$ cat src/sv/tpbo_pkg.sv
// Shared constants and types for the timed pulse and blink output channel.
package tpbo_pkg;

  localparam int TIME_BITS = 32;
  localparam int PAIR_BITS = 15;
  localparam int TOGGLE_BITS = PAIR_BITS + 1;
  localparam logic [TIME_BITS-1:0] TMAX = {TIME_BITS{1'b1}};

  localparam logic [2:0] CMD_TICK   = 3'd0;
  localparam logic [2:0] CMD_STEADY = 3'd1;
  localparam logic [2:0] CMD_SCHED  = 3'd2;
  localparam logic [2:0] CMD_BLINK  = 3'd3;
  localparam logic [2:0] CMD_STOP   = 3'd4;

  localparam logic [1:0] PH_IDLE  = 2'd0;
  localparam logic [1:0] PH_WAIT  = 2'd1;
  localparam logic [1:0] PH_HOLD  = 2'd2;
  localparam logic [1:0] PH_BLINK = 2'd3;

  typedef struct packed {
    logic                 pin_level;
    logic                 active;
    logic [1:0]           phase;
    logic [TIME_BITS-1:0] remaining_ms;
  } result_t;

endpackage

$ cat src/sv/tpbo_core.sv
// Channel state and the per-command update that yields one status result.
module tpbo_core (
  input  logic                                clk,
  input  logic                                rst,
  input  logic                                step,
  input  logic [2:0]                          command,
  input  logic                                level,
  input  logic [tpbo_pkg::TIME_BITS-1:0]      delay_ms,
  input  logic [tpbo_pkg::TIME_BITS-1:0]      duration_ms,
  input  logic [tpbo_pkg::PAIR_BITS-1:0]      blink_pairs,
  output tpbo_pkg::result_t                   result
);

  localparam int TB = tpbo_pkg::TIME_BITS;
  localparam int GB = tpbo_pkg::TOGGLE_BITS;

  logic [1:0]    phase_reg, phase_reg_next;
  logic          out_level, out_level_next;
  logic [TB-1:0] elapsed_ticks, elapsed_ticks_next;
  logic [TB-1:0] wait_or_interval, wait_or_interval_next;
  logic [TB-1:0] hold_time, hold_time_next;
  logic [TB-1:0] wait_total, wait_total_next;
  logic          pending_level, pending_level_next;
  logic [GB-1:0] toggles_left, toggles_left_next;
  logic          endless_blink, endless_blink_next;

  logic [TB-1:0]    elapsed_inc;
  logic [GB-1:0]    toggles_dec;
  logic [GB-1:0]    blink_toggles;
  logic [TB+GB-1:0] blink_product;
  logic [TB-1:0]    blink_total;
  logic [TB:0]      sched_sum;
  logic [TB-1:0]    sched_total;
  logic             rem_direct_sel;
  logic [TB-1:0]    rem_direct;
  logic [TB-1:0]    rem_calc;

  always_comb begin
    elapsed_inc = (elapsed_ticks == tpbo_pkg::TMAX) ? elapsed_ticks : elapsed_ticks + 1'b1;
    toggles_dec = (toggles_left != '0) ? toggles_left - 1'b1 : '0;
    blink_toggles = {blink_pairs, 1'b0};
    blink_product = delay_ms * blink_toggles;
    blink_total = (blink_product[TB+GB-1:TB] != '0) ? tpbo_pkg::TMAX : blink_product[TB-1:0];
    sched_sum = {1'b0, delay_ms} + {1'b0, duration_ms};
    sched_total = sched_sum[TB] ? tpbo_pkg::TMAX : sched_sum[TB-1:0];

    phase_reg_next = phase_reg;
    out_level_next = out_level;
    elapsed_ticks_next = elapsed_ticks;
    wait_or_interval_next = wait_or_interval;
    hold_time_next = hold_time;
    wait_total_next = wait_total;
    pending_level_next = pending_level;
    toggles_left_next = toggles_left;
    endless_blink_next = endless_blink;
    rem_direct_sel = 1'b0;
    rem_direct = '0;

    case (command)
      tpbo_pkg::CMD_TICK: begin
        elapsed_ticks_next = elapsed_inc;
        case (phase_reg)
          tpbo_pkg::PH_WAIT: begin
            if (elapsed_inc >= wait_or_interval) begin
              out_level_next = pending_level;
              phase_reg_next = tpbo_pkg::PH_HOLD;
              elapsed_ticks_next = '0;
            end
          end
          tpbo_pkg::PH_HOLD: begin
            if (hold_time != '0 && elapsed_inc >= hold_time) begin
              out_level_next = 1'b0;
              phase_reg_next = tpbo_pkg::PH_IDLE;
            end
          end
          tpbo_pkg::PH_BLINK: begin
            if (wait_or_interval != '0 && elapsed_inc >= wait_or_interval) begin
              out_level_next = ~out_level;
              elapsed_ticks_next = '0;
              if (!endless_blink) begin
                toggles_left_next = toggles_dec;
                if (toggles_dec == '0) begin
                  out_level_next = 1'b0;
                  phase_reg_next = tpbo_pkg::PH_IDLE;
                end
              end
            end
          end
          default: begin
          end
        endcase
      end
      tpbo_pkg::CMD_STEADY: begin
        out_level_next = level;
        pending_level_next = level;
        phase_reg_next = tpbo_pkg::PH_HOLD;
        elapsed_ticks_next = '0;
        wait_or_interval_next = '0;
        hold_time_next = '0;
        wait_total_next = '0;
      end
      tpbo_pkg::CMD_SCHED: begin
        pending_level_next = level;
        wait_or_interval_next = delay_ms;
        hold_time_next = duration_ms;
        wait_total_next = sched_total;
        elapsed_ticks_next = '0;
        rem_direct_sel = 1'b1;
        if (delay_ms == '0) begin
          out_level_next = level;
          phase_reg_next = tpbo_pkg::PH_HOLD;
          rem_direct = duration_ms;
        end else begin
          phase_reg_next = tpbo_pkg::PH_WAIT;
          rem_direct = (duration_ms == '0) ? '0 : sched_total;
        end
      end
      tpbo_pkg::CMD_BLINK: begin
        out_level_next = 1'b0;
        phase_reg_next = tpbo_pkg::PH_BLINK;
        elapsed_ticks_next = '0;
        wait_or_interval_next = delay_ms;
        endless_blink_next = (blink_pairs == '0);
        toggles_left_next = blink_toggles;
        hold_time_next = (blink_pairs == '0) ? '0 : blink_total;
        rem_direct_sel = 1'b1;
        rem_direct = (blink_pairs == '0) ? '0 : blink_total;
      end
      tpbo_pkg::CMD_STOP: begin
        out_level_next = 1'b0;
        phase_reg_next = tpbo_pkg::PH_IDLE;
      end
      default: begin
      end
    endcase

    if (phase_reg_next == tpbo_pkg::PH_IDLE || hold_time_next == '0) begin
      rem_calc = '0;
    end else if (phase_reg_next == tpbo_pkg::PH_WAIT) begin
      rem_calc = (wait_total_next > elapsed_ticks_next) ?
                 wait_total_next - elapsed_ticks_next : '0;
    end else begin
      rem_calc = (hold_time_next > elapsed_ticks_next) ?
                 hold_time_next - elapsed_ticks_next : '0;
    end

    result.pin_level = out_level_next;
    result.active = (phase_reg_next != tpbo_pkg::PH_IDLE);
    result.phase = phase_reg_next;
    result.remaining_ms = rem_direct_sel ? rem_direct : rem_calc;
  end

  always_ff @(posedge clk) begin
    if (rst) begin
      phase_reg <= tpbo_pkg::PH_IDLE;
      out_level <= 1'b0;
      elapsed_ticks <= '0;
      wait_or_interval <= '0;
      hold_time <= '0;
      wait_total <= '0;
      pending_level <= 1'b0;
      toggles_left <= '0;
      endless_blink <= 1'b0;
    end else if (step) begin
      phase_reg <= phase_reg_next;
      out_level <= out_level_next;
      elapsed_ticks <= elapsed_ticks_next;
      wait_or_interval <= wait_or_interval_next;
      hold_time <= hold_time_next;
      wait_total <= wait_total_next;
      pending_level <= pending_level_next;
      toggles_left <= toggles_left_next;
      endless_blink <= endless_blink_next;
    end
  end

endmodule

$ cat src/sv/timed_pulse_blink_output.sv
// Top level of the timed pulse and blink output channel with its result register.
// Each input transfer is one command (tick, steady level, scheduled level, blink or
// stop) and yields exactly one status transfer carrying the pin level, active flag,
// phase and remaining time. A command is applied to the channel state in the cycle
// it is taken and its status is held in an output register, so one command is
// accepted every clock cycle as long as the status side keeps taking results;
// the status appears in the cycle after the command is taken.
module timed_pulse_blink_output (
  input  logic                                clk,
  input  logic                                rst,
  input  logic                                in_valid,
  output logic                                in_ready,
  input  logic [2:0]                          command,
  input  logic                                level,
  input  logic [tpbo_pkg::TIME_BITS-1:0]      delay_ms,
  input  logic [tpbo_pkg::TIME_BITS-1:0]      duration_ms,
  input  logic [tpbo_pkg::PAIR_BITS-1:0]      blink_pairs,
  output logic                                out_valid,
  input  logic                                out_ready,
  output logic                                pin_level,
  output logic                                active,
  output logic [1:0]                          phase,
  output logic [tpbo_pkg::TIME_BITS-1:0]      remaining_ms
);

  logic              take;
  tpbo_pkg::result_t result;
  tpbo_pkg::result_t res_reg;

  assign in_ready = !out_valid || out_ready;
  assign take = in_valid && in_ready;

  tpbo_core u_core (
    .clk         (clk),
    .rst         (rst),
    .step        (take),
    .command     (command),
    .level       (level),
    .delay_ms    (delay_ms),
    .duration_ms (duration_ms),
    .blink_pairs (blink_pairs),
    .result      (result)
  );

  always_ff @(posedge clk) begin
    if (rst) begin
      out_valid <= 1'b0;
    end else if (take) begin
      out_valid <= 1'b1;
    end else if (out_ready) begin
      out_valid <= 1'b0;
    end
  end

  always_ff @(posedge clk) begin
    if (take) begin
      res_reg <= result;
    end
  end

  assign pin_level = res_reg.pin_level;
  assign active = res_reg.active;
  assign phase = res_reg.phase;
  assign remaining_ms = res_reg.remaining_ms;

endmodule

$ cat config.mk
export PLATFORM = sky130hd
export DESIGN_NAME = timed_pulse_blink_output
export DESIGN_NICKNAME = d
export VERILOG_FILES = /design/src/sv/tpbo_pkg.sv /design/src/sv/tpbo_core.sv /design/src/sv/timed_pulse_blink_output.sv
export SDC_FILE = /design/constraint.sdc
export NUM_CORES = 2
export LEC_CHECK = 0
export BUFFER_PORTS_ARGS = -buffer_cell sky130_fd_sc_hd__buf_2
export CAP_MARGIN = 20
export CORE_UTILIZATION = 50
export DETAILED_ROUTE_END_ITERATION = 8
export PLACE_DENSITY_LB_ADDON = 0.12
export SYNTH_ARGS = -nofsm -noshare
export SYNTH_HDL_FRONTEND = slang
export SYNTH_SLANG_ARGS = --single-unit
$ cat constraint.sdc
create_clock -name clk -period 20.2 [get_ports clk]
set_input_delay 3.03 -clock clk [delete_from_list [all_inputs] [get_ports clk]]
set_output_delay 3.03 -clock clk [all_outputs]
set_load 0.05 [all_outputs]
==> impl_summary.txt <==
----------------------------------------------------
[Clock tree]
  TritonCTS clock tree ... built
  Latest clock arrival within the worst-skew pair ... 0.49 ns
  Deepest level of the CTS H-tree ... 4
  Clock-pin slew reported for the worst setup and hold paths after clock tree synthesis ... 0.10 ns
  Number of hold-repair buffers added at the cts stage ... 0
  Cts bufs inserted ... 17
  Post-CTS sizing ... 0
  Number of buffers inserted by post-CTS setup repair ... 0
  Number of buffers on the longest clock path ... 2
  Sinks on the clock net ... 186
  Clock Tree Root ... sky130_fd_sc_hd__clkbuf_16

[Synthesis]
  Top cells by count, synth ... sky130_fd_sc_hd__inv_1, sky130_fd_sc_hd__fa_1, sky130_fd_sc_hd__and2_1, sky130_fd_sc_hd__nand2_1, sky130_fd_sc_hd__nor2_1
  Synthesized instance count ... 4,053
  Number of distinct library cells after synthesis ... 86
  Register bit count reported by yosys ... 186
  Post-synthesis cell type with the largest combined area ... sky130_fd_sc_hd__fa_1
  Register area share after synthesis ... 0.125
  Proportion of netlist area held by the largest area contributor ... 0.240
  Net count after synthesis ... 4,804
  Syn Area/Cell ... 8.06 um2
  Number of enable-type register cells in the synthesized netlist ... 36
  Cell types occupying the most area after synthesis ... sky130_fd_sc_hd__fa_1, sky130_fd_sc_hd__ha_1, sky130_fd_sc_hd__dfxtp_1
  Syn Std Cell Area ... 32,700 um2
  Warning count from the yosys run ... 0
  Fraction of registers with async set/reset ... 0
  Most used flip-flop cell after synthesis ... sky130_fd_sc_hd__dfxtp_1
  Top-count cell post-synth ... sky130_fd_sc_hd__inv_1

[Worst setup path]
  Cell depth of the worst flop-to-flop path ... 43
  Setup crit start kind ... primary input
  Most numerous cell on the critical path ... sky130_fd_sc_hd__fa_1
  Data required time at the worst endpoint ... 20.41 ns
  Critical-path top delay cell ... sky130_fd_sc_hd__a2111oi_0
  Critical path's largest stage delay ... 0.66 ns
  Flop-to-flop setup slack ... 7.21 ns
  Worst Setup Path Type ... primary input to flip-flop
  Crit end category ... flip-flop
  Worst r2r src ... u_core.elapsed_ticks[9]
  Maximum fanout along the worst path ... 35
  Signal arrival time at the worst endpoint ... 15.08 ns
  Reg2Reg Capture Point ... remaining_ms[1]

[Floorplanning]
  Effective utilization at floorplan ... 0.507
  Boundary Pins ... 125
  Die area ... 66,400 um2
  Number of placement rows ... 93
  DIE WIDTH ... 258 um
  Die span in y ... 258 um
  Standard cell core area ... 64,500 um2

[Placed design]
  Number of port buffers ... 124
  Detail Placement HPWL ... 87,700 um
  Placer's final routability congestion estimate ... 1.02

[Routing]
  Routed wirelength normalized by instance count ... 23.2 um
  DRC violations left ... 0
  Total wirelength of the detailed-routed design ... 113,000 um
  Router iterations before antenna repair ... 6
  Violation count after the first detailed-routing iteration ... 3,069
  Vias per std cell ... 6.11
  Antenna-violating nets left ... 0
  Total number of vias ... 29.9k

[Hold path]
  Hold-critical path depth ... 2
  Classification of the worst-slack hold path ... flip-flop to flip-flop
  Terminating pin of the worst hold path ... u_core.wait_total[29]
  Min-Delay Startpoint ... u_core.wait_total[29]

[STA]
  RSZ-0062 raised after global routing ... false
  Number of max-slew violations in the final report ... 0
  Final-report setup violation count ... 0
  Worst slew slack as a fraction of its limit ... 0.263
  Top achievable clock speed ... 0.0672 GHz
  Min Tclk post-route ... 14.87 ns
  Aggregate negative setup slack ... 0 ns
  Final worst path period share ... 0.736
  Final Hold Vio Count ... 0
  Setup Skew ... 0.0234 ns
  Transition at the pin with the smallest max-transition slack ... 1.10 ns

[Global route]
  Overall fraction of global-route tracks in use ... 0.345
  Total congestion overflow after global routing ... 0
  Initial antenna violation count ... 9
  Number of global-route vias before repair ... 28.8k
  First-pass GRT wire length ... 175,000 um
  Pin count of the biggest net entering global routing ... 85

[Status]
  Status ... finished, final reports clean

[Final layout]
  Area growth from synthesis to layout ... 5.45%
  Ratio of cells with drive above 1 in the final layout ... 0.0595
  Layout Nets ... 4,774

[Flow run]
  Max-capacitance violation count ... 0

----------------------------------------------------
[per-stage QoR]
stage / utilization / instances / setup slack [ns] / cell area, um2 / hold slack, ns
5_1_grt: 0.534 / 4892 / 4.67 / 34400 / 0.471
4_1_cts: 0.534 / 4889 / 5.55 / 34400 / 0.454
2_1_floorplan: - / 4053 / 6.87 / 32700 / 0.428
3_3_place_gp: 0.525 / 4857 / 5.29 / 33800 / 0.440
6_report: 0.534 / 4895 / 5.33 / 34400 / 0.454
3_5_place_dp: 0.525 / 4857 / 5.08 / 33800 / 0.440
[worst max path at each step]
stage                    from                to  slack, ns  cells after the start
4_1_cts        blink_pairs[0]  remaining_ms[31]       5.55                     38
3_3_place_gp   blink_pairs[0]  remaining_ms[31]       5.29                     38
6_report       blink_pairs[0]  remaining_ms[31]       5.33                     38
2_1_floorplan  blink_pairs[6]  remaining_ms[31]       6.87                     41
3_5_place_dp   blink_pairs[0]  remaining_ms[31]       5.08                     38
5_1_grt        blink_pairs[6]  remaining_ms[31]       4.67                     39
[kinds of logic after synthesis]
| logic type | Yosys count | synth area share |
|---|---|---|
| AOI/OAI and AO/OA | 931 | 0.192 |
| and+or+nand+nor | 1378 | 0.212 |
| DFF | 186 | 0.125 |
| adders and majority gates | 664 | 0.344 |
| muxes | 9 | 0.00287 |
| xor gates and xnor gates | 141 | 0.0378 |
| buffers and inverters | 744 | 0.0863 |
[area by class of cell]
type | instances | area (um2)
Fill cell | 6398 | 30000
Multi-Input combinational cell | 3123 | 25800
Sequential cell | 186 | 4080
Inverter | 539 | 2030
Tap cell | 855 | 1070
Timing Repair Buffer | 156 | 858
Clock buffer | 17 | 425
Clock inverter | 15 | 175
Antenna cell | 4 | 10.0
[layout by cell type, fill, tap and decap left out, drive strengths merged, types with 10 or more instances in the layout]
| cell type | n |
|---|---|
| a211o | 10 |
| a211oi | 58 |
| a21o | 85 |
| a21oi | 235 |
| a221oi | 30 |
| a22o | 15 |
| a22oi | 99 |
| a311oi | 15 |
| a31oi | 27 |
| and2 | 338 |
| and3 | 21 |
| and4 | 17 |
| buf | 156 |
| clkbuf | 17 |
| dfxtp | 150 |
| edfxtp | 36 |
| fa | 391 |
| ha | 273 |
| inv | 546 |
| nand2 | 339 |
| nand2b | 33 |
| nand3 | 51 |
| nand4 | 42 |
| nor2 | 326 |
| nor2b | 28 |
| nor3 | 83 |
| nor4 | 51 |
| o2111ai | 12 |
| o211ai | 14 |
| o21a | 43 |
| o21ai | 175 |
| o21bai | 18 |
| o221ai | 20 |
| or2 | 16 |
| or3 | 17 |
| xnor2 | 81 |
| xor2 | 60 |
[metal layers]
layer,share of wire,up-vias,routed length [um],GRT usage
met5,0.0014,-,162,0.0114
met2,0.43,1284,48400,0.516
met3,0.090,164,10200,0.0654
met4,0.026,12,2910,0.0881
met1,0.46,14757,51800,0.510
li1,-,13671,-,-
[critical path: cells and delay by family]
family	cells	cell delay, ns
buffers and inverters	2	0.65
XOR/XNOR	1	0.08
AND/OR/NAND/NOR	10	2.74
adder cells (fa/ha/maj)	8	3.93
AO/OA/AOI/OAI	17	4.57
Power is not shown: default switching activity piles up to over one toggle a cycle in this logic, so the estimate is an artifact.
